==> config.mk <==
export PLATFORM = sky130hd
export DESIGN_NAME = wsts_ctrl
export DESIGN_NICKNAME = d
export VERILOG_FILES = /design/src/hdl/wsts_pkg.sv /design/src/hdl/wsts_ctrl.sv
export SDC_FILE = /design/constraint.sdc
export NUM_CORES = 1
export LEC_CHECK = 0
export CAP_MARGIN = 30
export CORE_MARGIN = 1
export CORE_UTILIZATION = 55
export CTS_CLUSTER_DIAMETER = 50
export DETAILED_ROUTE_END_ITERATION = 7
export DONT_BUFFER_PORTS = 1
export PLACE_DENSITY = 0.7
export SKIP_LAST_GASP = 1
export SLEW_MARGIN = 10
export SYNTH_ARGS = -nofsm -noshare
export SYNTH_HDL_FRONTEND = slang
export SYNTH_SLANG_ARGS = --single-unit
==> constraint.sdc <==
create_clock -name clk -period 2.8 [get_ports clk]
set_input_delay 0.56 -clock clk [delete_from_list [all_inputs] [get_ports clk]]
set_output_delay 0.56 -clock clk [all_outputs]
set_load 0.02 [all_outputs]
==> src/hdl/wsts_pkg.sv <==
// Shared types and constants of the weighted sum-tree sampler.
// Used by the controller, the datapath, the top level and the checker.
package wsts_pkg;

  localparam int ID_BITS       = 10;
  localparam int SUM_BITS      = 42;
  localparam int IN_WGT_BITS   = 32;
  localparam int CFG_BITS      = 11;
  localparam int CFG_ADDR_BITS = 3;
  localparam int CFG_DATA_BITS = 32;

  localparam int IN_NODE_LSB   = 0;
  localparam int IN_WGT_LSB    = IN_NODE_LSB + ID_BITS;
  localparam int IN_POS_LSB    = IN_WGT_LSB + IN_WGT_BITS;
  localparam int IN_START_LSB  = IN_POS_LSB + SUM_BITS;
  localparam int IN_USED_BITS  = IN_START_LSB + ID_BITS;
  localparam int IN_DATA_BITS  = ((IN_USED_BITS + 7) / 8) * 8;

  localparam int OUT_FOUND_LSB = 0;
  localparam int OUT_TOTAL_LSB = OUT_FOUND_LSB + ID_BITS;
  localparam int OUT_USED_BITS = OUT_TOTAL_LSB + SUM_BITS;
  localparam int OUT_DATA_BITS = ((OUT_USED_BITS + 7) / 8) * 8;

  localparam logic [CFG_BITS-1:0] ACTIVE_RESET = 11'd1024;
  localparam logic [0:0]          REG_ACTIVE   = 1'b0;

  localparam logic FUNC_SET  = 1'b0;
  localparam logic FUNC_FIND = 1'b1;

  typedef enum logic [1:0] {
    ST_OK   = 2'd0,
    ST_POS  = 2'd1,
    ST_NODE = 2'd2
  } status_t;

  typedef enum logic [11:0] {
    S_CLEAR    = 12'b000000000001,
    S_IDLE     = 12'b000000000010,
    S_DISPATCH = 12'b000000000100,
    S_SET_W    = 12'b000000001000,
    S_SET_RD   = 12'b000000010000,
    S_SET_WB   = 12'b000000100000,
    S_FND_RD0  = 12'b000001000000,
    S_FND_CHK  = 12'b000010000000,
    S_FND_RD   = 12'b000100000000,
    S_FND_EV1  = 12'b001000000000,
    S_FND_EV2  = 12'b010000000000,
    S_DONE     = 12'b100000000000
  } state_t;

  typedef struct packed {
    logic    clear;
    logic    load;
    logic    wr_weight;
    logic    rd_node;
    logic    rd_root;
    logic    wb_sum;
    logic    ev1;
    logic    ev2;
    logic    finish;
    logic    found_ok;
    status_t res;
  } cmd_t;

  typedef struct packed {
    logic clr_last;
    logic is_find;
    logic node_ok;
    logic is_root;
    logic pos_below;
    logic take_node;
    logic go_left;
    logic go_right;
  } stat_t;

endpackage

==> src/hdl/wsts_ctrl.sv <==
// Controller of the sum-tree sampler: sequences clearing, set walks and find
// descents, and owns the input and output handshakes. Depends on wsts_pkg.
module wsts_ctrl (
  input  logic            clk,
  input  logic            rst_n,
  input  logic            in_tvalid,
  output logic            in_tready,
  output logic            out_tvalid,
  input  logic            out_tready,
  output wsts_pkg::cmd_t  cmd,
  input  wsts_pkg::stat_t stat
);

  wsts_pkg::state_t  state_r, state_nxt;
  wsts_pkg::status_t res_r, res_nxt;
  logic              found_ok_r, found_ok_nxt;
  logic              out_valid_r, out_valid_nxt;

  always_comb begin
    state_nxt     = state_r;
    res_nxt       = res_r;
    found_ok_nxt  = found_ok_r;
    out_valid_nxt = out_valid_r && !out_tready;
    cmd           = '0;
    cmd.res       = res_r;
    cmd.found_ok  = found_ok_r;
    unique case (state_r)
      wsts_pkg::S_CLEAR: begin
        cmd.clear = 1'b1;
        if (stat.clr_last) begin
          state_nxt = wsts_pkg::S_IDLE;
        end
      end
      wsts_pkg::S_IDLE: begin
        if (in_tvalid) begin
          cmd.load  = 1'b1;
          state_nxt = wsts_pkg::S_DISPATCH;
        end
      end
      wsts_pkg::S_DISPATCH: begin
        found_ok_nxt = 1'b0;
        res_nxt      = wsts_pkg::ST_OK;
        if (!stat.node_ok) begin
          res_nxt   = wsts_pkg::ST_NODE;
          state_nxt = wsts_pkg::S_DONE;
        end else if (stat.is_find) begin
          state_nxt = wsts_pkg::S_FND_RD0;
        end else begin
          state_nxt = wsts_pkg::S_SET_W;
        end
      end
      wsts_pkg::S_SET_W: begin
        cmd.wr_weight = 1'b1;
        state_nxt     = wsts_pkg::S_SET_RD;
      end
      wsts_pkg::S_SET_RD: begin
        cmd.rd_node = 1'b1;
        state_nxt   = wsts_pkg::S_SET_WB;
      end
      wsts_pkg::S_SET_WB: begin
        cmd.wb_sum = 1'b1;
        state_nxt  = stat.is_root ? wsts_pkg::S_DONE : wsts_pkg::S_SET_RD;
      end
      wsts_pkg::S_FND_RD0: begin
        cmd.rd_root = 1'b1;
        state_nxt   = wsts_pkg::S_FND_CHK;
      end
      wsts_pkg::S_FND_CHK: begin
        if (stat.pos_below) begin
          state_nxt = wsts_pkg::S_FND_RD;
        end else begin
          res_nxt   = wsts_pkg::ST_POS;
          state_nxt = wsts_pkg::S_DONE;
        end
      end
      wsts_pkg::S_FND_RD: begin
        cmd.rd_node = 1'b1;
        state_nxt   = wsts_pkg::S_FND_EV1;
      end
      wsts_pkg::S_FND_EV1: begin
        if (stat.take_node) begin
          found_ok_nxt = 1'b1;
          state_nxt    = wsts_pkg::S_DONE;
        end else begin
          cmd.ev1   = 1'b1;
          state_nxt = wsts_pkg::S_FND_EV2;
        end
      end
      wsts_pkg::S_FND_EV2: begin
        cmd.ev2 = 1'b1;
        if (stat.go_left || stat.go_right) begin
          state_nxt = wsts_pkg::S_FND_RD;
        end else begin
          res_nxt   = wsts_pkg::ST_POS;
          state_nxt = wsts_pkg::S_DONE;
        end
      end
      wsts_pkg::S_DONE: begin
        if (!out_valid_r || out_tready) begin
          cmd.finish    = 1'b1;
          out_valid_nxt = 1'b1;
          state_nxt     = wsts_pkg::S_IDLE;
        end
      end
      default: begin
        state_nxt = wsts_pkg::S_IDLE;
      end
    endcase
  end

  always_ff @(posedge clk) begin
    if (!rst_n) begin
      state_r     <= wsts_pkg::S_CLEAR;
      out_valid_r <= 1'b0;
      res_r       <= wsts_pkg::ST_OK;
      found_ok_r  <= 1'b0;
    end else begin
      state_r     <= state_nxt;
      out_valid_r <= out_valid_nxt;
      res_r       <= res_nxt;
      found_ok_r  <= found_ok_nxt;
    end
  end

  assign in_tready  = (state_r == wsts_pkg::S_IDLE);
  assign out_tvalid = out_valid_r;

endmodule

Yosys cells after proc, flatten, opt, wreduce, memory -nomap -nowiden
Cells that the tools add are included.
Widths: inputs -> output; s select.
Word-level totals
  bits in registers: 16
  output and inout bits: 14
  word-level logic and storage cells: 63
Operators by class
  eq/ne operators: 18
  mux-type cells: 30
  reduce and logical (&&, ||, !) cells: 11
Operators with widths (number)
  $pmux 12 s12: 1
  $mux 12: 8
  $mux 1: 15
  $eq 12x1->1 const B: 1
  $eq 12x10->1 const B: 1
  $eq 12x11->1 const B: 1
  $eq 12x12->1 const B: 1
  $eq 12x2->1 const B: 1
  $eq 12x3->1 const B: 1
  $eq 12x4->1 const B: 1
  $eq 12x5->1 const B: 1
  $eq 12x6->1 const B: 1
  $eq 12x7->1 const B: 1
  $eq 12x8->1 const B: 1
  $eq 12x9->1 const B: 1
  $ne 2x2->1 const B: 6
  $mux 7: 1
  $mux 2: 3
  $pmux 2 s3: 1
  $reduce_and 3->1: 2
  $reduce_bool 3->1: 1
  $logic_not 1->1: 2
  $logic_or 1x1->1: 2
  $pmux 1 s2: 1
  4 further kinds: 4

Logic depth before layout (Yosys ltp)
Gate-level depths: netlist of run 1.
  depth after elaboration: 4
  gate-level depth with buffers: 7
  mapped depth without buffers: 5

Worst setup path before layout of run 1
No wires, ideal clock.
  path kind: reg-to-output
  from: register state_r[5]
  to: output port cmd[10] in the netlist's numbering
  arrival: 2216 ps
  data required time: 2240 ps
  path slack: 24 ps
  cell stages (with the launch flop): 7
  path through: dfxtp_1 buf_4 or4_1 buf_2 or4_4 nor2_1 and2_1
RTL lines
  from (decl): RTL line wsts_ctrl.sv:14  | wsts_pkg::state_t state_r, state_nxt;
  from (signal assigned): RTL line wsts_ctrl.sv:113  | state_r <= wsts_pkg::S_CLEAR;
  from (signal assigned): RTL line wsts_ctrl.sv:118  | state_r <= state_nxt;
  to (decl): RTL line wsts_ctrl.sv:10  | output wsts_pkg::cmd_t cmd,

==> flow_summary.toml, run 1 <==
[critical_path]
path_class = "reg -> out"
crit_required_ns = 2.24
cpMostUsedCell = "or4_4"
cp-endpoint = "cmd[10]"
rr_worst_depth = 6
critPathSlowestCell = "or4_4"
startpoint_type = "flip-flop"
cp.arrival_ns = 2.16
r2r_start = "state_r[8]"
cp_slowest_stage_delay_ns = 0.58
critPathCaptureType = "primary output"
crit_path_cell_trace = "or4_4 > or4_4 > nor2_1 > and2_2"
crit_start = "state_r[4]"
critical_path.reg2reg.endpoint = "state_r[1]"
cp_max_fo = 7
reg2reg_slack_ns = 0.41

[synthesis]
synth_top_area_cell = "dfxtp_1"
synth_seq_cells = 16
synth_fp_nets = 122
synth_cells = 110
syn_area_um2 = 907
synth.distinct_cells = 36
yosysWarnings = 0
ys.flop_type = "dfxtp_1"
syn_area_per_cell_um2 = 8.25
async_flop_share_pct = 0
synthTopCellsByArea = "dfxtp_1, nor2_1, nor4_1"
yosysTopAreaCellShare_pct = 35.3
synth_edf_count = 0
yosysSeqAreaShare_pct = 35.3

[timing]
slew_viol_final = 0
rsz0062_at_grt = "false"
layout_setup_ws_ns = 0.0834
slew_headroom_pct = 50.1
finalCritPeriodShare_pct = 97.0
max_freq_mhz = 368
fin_worst_skew_ns = 0.00287
worst_slew_pin_slew_ns = 0.742
setup_viol = 0
tns_ns = 0
final.min_clock_period_ns = 2.72
hold_viol = 0

[flow_run]
maxCapViolations = 0

[clock_tree]
clock_latency_ns = 0.29
root_buffer = "clkbuf_4"
numClockSinks = 16
ctsHoldBuffers = 0
cts_made_buffers = 3
clock_path_buffers = 2
cts_tree = "built"
path_clk_slew_ns = 0.10
htreeDepth = 1

[die]
dieArea_um2 = 1820
io_pins = 26
die_y_um = 42.6
start_util_pct = 59.5
num_rows = 14
core-area_um2 = 1520
die_w_um = 42.6

[pwr]
peakVddDrop_mv = 0.282
p_int_mw = 0.329
clkPwrFrac_pct = 36.2
power_frac_seq_pct = 54.0
pwr-share-comb_pct = 9.7
powerDensity_nw_per_um2 = 448
leakage_nw = 0.373
p_sw_mw = 0.108
swShare_pct = 24.6

[routing]
vias = 850
dr.pass1.iters = 5
wl_per_cell_um = 16.2
ant_nets = 0
post-route-drc-count = 0
drt_iter0_markers = 48
routed_wl_mm = 2.09
vias_per_cell = 6.59

[final_layout]
layout-drive-gt1-share_pct = 18.6
final_common_cell = "nor2_1"
n_antenna_cell = 0
multi_input_comb_area_um2 = 541
seqCellArea_um2 = 323
nets = 126
fill_cells = 135
syn_to_final_growth_pct = 7.59
layout_common_cells = "nor2_1, dfxtp_1, buf_4"

[global_routing]
grt_overflow_total = 0
grt_max_degree = 13
grt_pass1_vias = 748
grtUsageTotal_pct = 24.4
grt_pass1_wl_mm = 3.33
antenna_found_initial = 0

[placed_design]
port_buffers = 0
dp_hpwl_mm = 1.54
gp_congestion = 0.785
pre_cts_ws_ns = 0.277

[min_path]
hp-class = "in -> reg"
min_from = "stat[6]"

[status]
status = "complete, no violations"
-- registers in the layout (all words and copies together) (netlist names) --
register / count
state_r: 12
out_tvalid: 1
res_r: 2
found_ok_r: 1
-- timing repair --
item	CTS	global route
resized for setup	1	3
endpoints found under the setup margin	1	1
endpoints found under the hold margin	0	0
pin swaps	0	0
buffers inserted	0	0
-- how the worst min path moves through the flow --
stage	to	depth (start not counted)	slack, ns
after floorplan	found_ok_r	2	0.44
after global placement	state_r[9]	2	0.50
after detailed placement	state_r[9]	2	0.51
after CTS	state_r[3]	1	0.32
after global routing	state_r[3]	1	0.32
final	state_r[3]	1	0.33
-- cell families after synthesis --
logic type,share of synthesized area [%]
compound gates,11.2
simple gates,45.0
flops,35.3
buf+inv,5.65
xor+xnor,2.90
-- layout make-up --
cell class | instances | share of cell area (%)
multi-input combinational | 85 | 55.4
sequential | 16 | 33.1
clock buffer | 4 | 3.72
inverter | 1 | 0.385
tap | 16 | 2.05
timing repair buffer | 7 | 5.38
-- per-layer routing --
metal  GRT usage, %  part of all wire, %
met1           31.8                   44
met2           40.6                   47
met3           3.02                  7.9
met4           9.38                  1.1
met5              0                    0
-- critical path, delay by kind of cell, from the launching register on --
kind	cells	cell delay (ns)
DFF	1	0.37
and+or+nand+nor	4	1.49
-- cell usage after synthesis (2+ instances only) --
cell       n
a21boi_0   4
and2_1     4
and3_1     3
buf_2      2
buf_4      2
clkbuf_1   3
dfxtp_1   16
nand2_1    5
nand2b_1   3
nand3_1    4
nand4_1    2
nor2_1    15
nor2b_1    2
nor3_1     6
nor4_1     6
nor4b_1    2
o21a_1     2
o21ai_0    2
o31a_1     2
or4_1      5
or4b_2     3
xnor2_1    3
-- stage by stage --
stage	power, mW	util [%]	hold slack (ns)	cell area [um2]	std cells
after global placement	0.282	61.2	0.504	932	125
after CTS	0.436	63.8	0.324	972	129
after global routing	0.452	64.0	0.316	976	129
final	0.437	64.0	0.327	976	129
after floorplan	0.272	-	0.444	907	110
after detailed placement	0.283	61.2	0.508	932	125
-- power by group through the flow --
stage               sequential [mW]  combinational, mW  clock [mW]
global route                  0.237             0.0467       0.169
finish                        0.236             0.0425       0.158
floorplan                     0.240             0.0320           0
CTS                           0.236             0.0419       0.158
detailed placement            0.241             0.0416           0
global placement              0.241             0.0413           0
Power figures use the tool's default switching activity.
==> inputs of run 2 (changes only) <==
--- a/config.mk
+++ b/config.mk
@@ -12,6 +12,7 @@
 export DETAILED_ROUTE_END_ITERATION = 7
 export DONT_BUFFER_PORTS = 1
 export PLACE_DENSITY = 0.7
+export REMOVE_ABC_BUFFERS = 1
 export SKIP_LAST_GASP = 1
 export SLEW_MARGIN = 10
 export SYNTH_ARGS = -nofsm -noshare
==> run 2 against run 1 <==
Net effect: worst hold slack better by 0.0076 ns; global-route usage rose by 0.60 points; flip-flop and latch count unchanged; critical endpoint unchanged; total power decreased by 1.5%.
==> flow_summary.toml, run 2 (synthesized netlist as in run 1, its figures left out) <==
[status]
status = "complete, no violations"

[routing]
vias = 838
post-route-drc-count = 0
wl_per_cell_um = 16.1
vias_per_cell = 6.50
drt_iter0_markers = 30
dr.pass1.iters = 4
routed_wl_mm = 2.08
ant_nets = 0

[clock_tree]
numClockSinks = 16
clock_latency_ns = 0.29
ctsHoldBuffers = 0
cts_setup_buffers = 0
htreeDepth = 1
cts_resized = 0
cts_made_buffers = 3
clock_path_buffers = 2
root_buffer = "clkbuf_4"
path_clk_slew_ns = 0.10
cts_tree = "built"

[critical_path]
startpoint_type = "flip-flop"
cp.arrival_ns = 2.17
crit_required_ns = 2.24
critPathCaptureType = "primary output"
path_class = "reg -> out"
cp_max_fo = 9

[timing]
worst_slew_pin_slew_ns = 0.565
fin_worst_skew_ns = 0.00476
layout_setup_ws_ns = 0.0702
setup_viol = 0
max_freq_mhz = 366
slew_headroom_pct = 62.0
final.min_clock_period_ns = 2.73
hold_viol = 0
finalCritPeriodShare_pct = 97.5
slew_viol_final = 0

[die]
die_w_um = 42.6
num_rows = 14
dieArea_um2 = 1820
io_pins = 26
start_util_pct = 59.5
core-area_um2 = 1520
die_y_um = 42.6

[final_layout]
final_cells = 129
n_antenna_cell = 0
syn_to_final_growth_pct = 6.90
fin_area_um2 = 970
nets = 126
layout_common_cells = "dfxtp_1, nor2_1, buf_4"
layout-drive-gt1-share_pct = 15.9
final_common_cell = "dfxtp_1"
largest_register_ffs = 12
top_register = "state_r"
top_regs = "state_r (12), res_r (2)"
finish.utilization_pct = 63.6

[global_routing]
grt_pass1_vias = 762
grt_max_degree = 13
grtUsageTotal_pct = 25.0
grt_pass1_wl_mm = 3.36
grt_overflow_total = 0
antenna_found_initial = 0

[pwr]
p_total_mw = 0.430
powerDensity_nw_per_um2 = 444
peakVddDrop_mv = 0.396
leakage_nw = 0.373

[min_path]
hp-class = "in -> reg"

[placed_design]
post_dp_cell_area_um2 = 932
dp_hpwl_mm = 1.48
pre_cts_ws_ns = 0.384
gp_congestion = 0.848
place_inst = 125
port_buffers = 0

[flow_run]
maxCapViolations = 0
==> run 2: cell count changes in the layout (fill, tap and decap cells not counted) <==
cell     change
dfxtp_2      -2
dfxtp_1      +2
or4_1        +1
or4_4        -1
==> run 2: worst max-delay path, stage by stage, from the launching register on <==
cell and delay [ns]:
dfxtp_1 0.40, or4_1 0.56, or4_4 0.54, nor2_1 0.15, and2_2 0.23
==> run 2: power breakdown <==
group | total (mW) | leakage, nW | internal (mW) | switching, mW
logic | 0.0406 | 0.222 | 0.0177 | 0.0229
clock network | 0.154 | 0.0210 | 0.0792 | 0.0745
registers | 0.236 | 0.130 | 0.231 | 0.00514
==> run 2: routing by layer <==
metal / global-route usage, % / share of wire (%) / up-vias / routed length [um]
li1: - / - / 410 / -
met1: 32.3 / 41 / 387 / 853
met2: 37.5 / 49 / 33 / 1030
met3: 6.47 / 6.8 / 8 / 141
met4: 13.8 / 2.7 / 0 / 56
met5: 0 / 0 / - / 0
==> run 2: final timing paths <==
| kind | startpoint | end | slack, ns | cells after the start |
|---|---|---|---|---|
| hold reg to reg | state_r[8] | state_r[9] | 0.53 | 2 |
| hold / removal | stat[6] | state_r[3] | 0.33 | 1 |
| setup / recovery | state_r[5] | cmd[10] | 0.07 | 4 |
| setup reg to reg | state_r[8] | state_r[1] | 0.42 | 6 |
==> run 2: metrics by stage <==
step	hold WS, ns	TNS, ns
final	0.335	0
after global routing	0.315	-0.00676
after CTS	0.333	0
after detailed placement	0.518	0
after global placement	0.509	0
after floorplan	0.476	0
==> run 2: layout make-up <==
| class | instances | area, um2 |
|---|---|---|
| timing repair buffer | 7 | 52.6 |
| multi-input combinational | 85 | 537 |
| tap | 16 | 20.0 |
| inverter | 1 | 3.75 |
| sequential | 16 | 320 |
| fill | 135 | 554 |
| clock buffer | 4 | 36.3 |
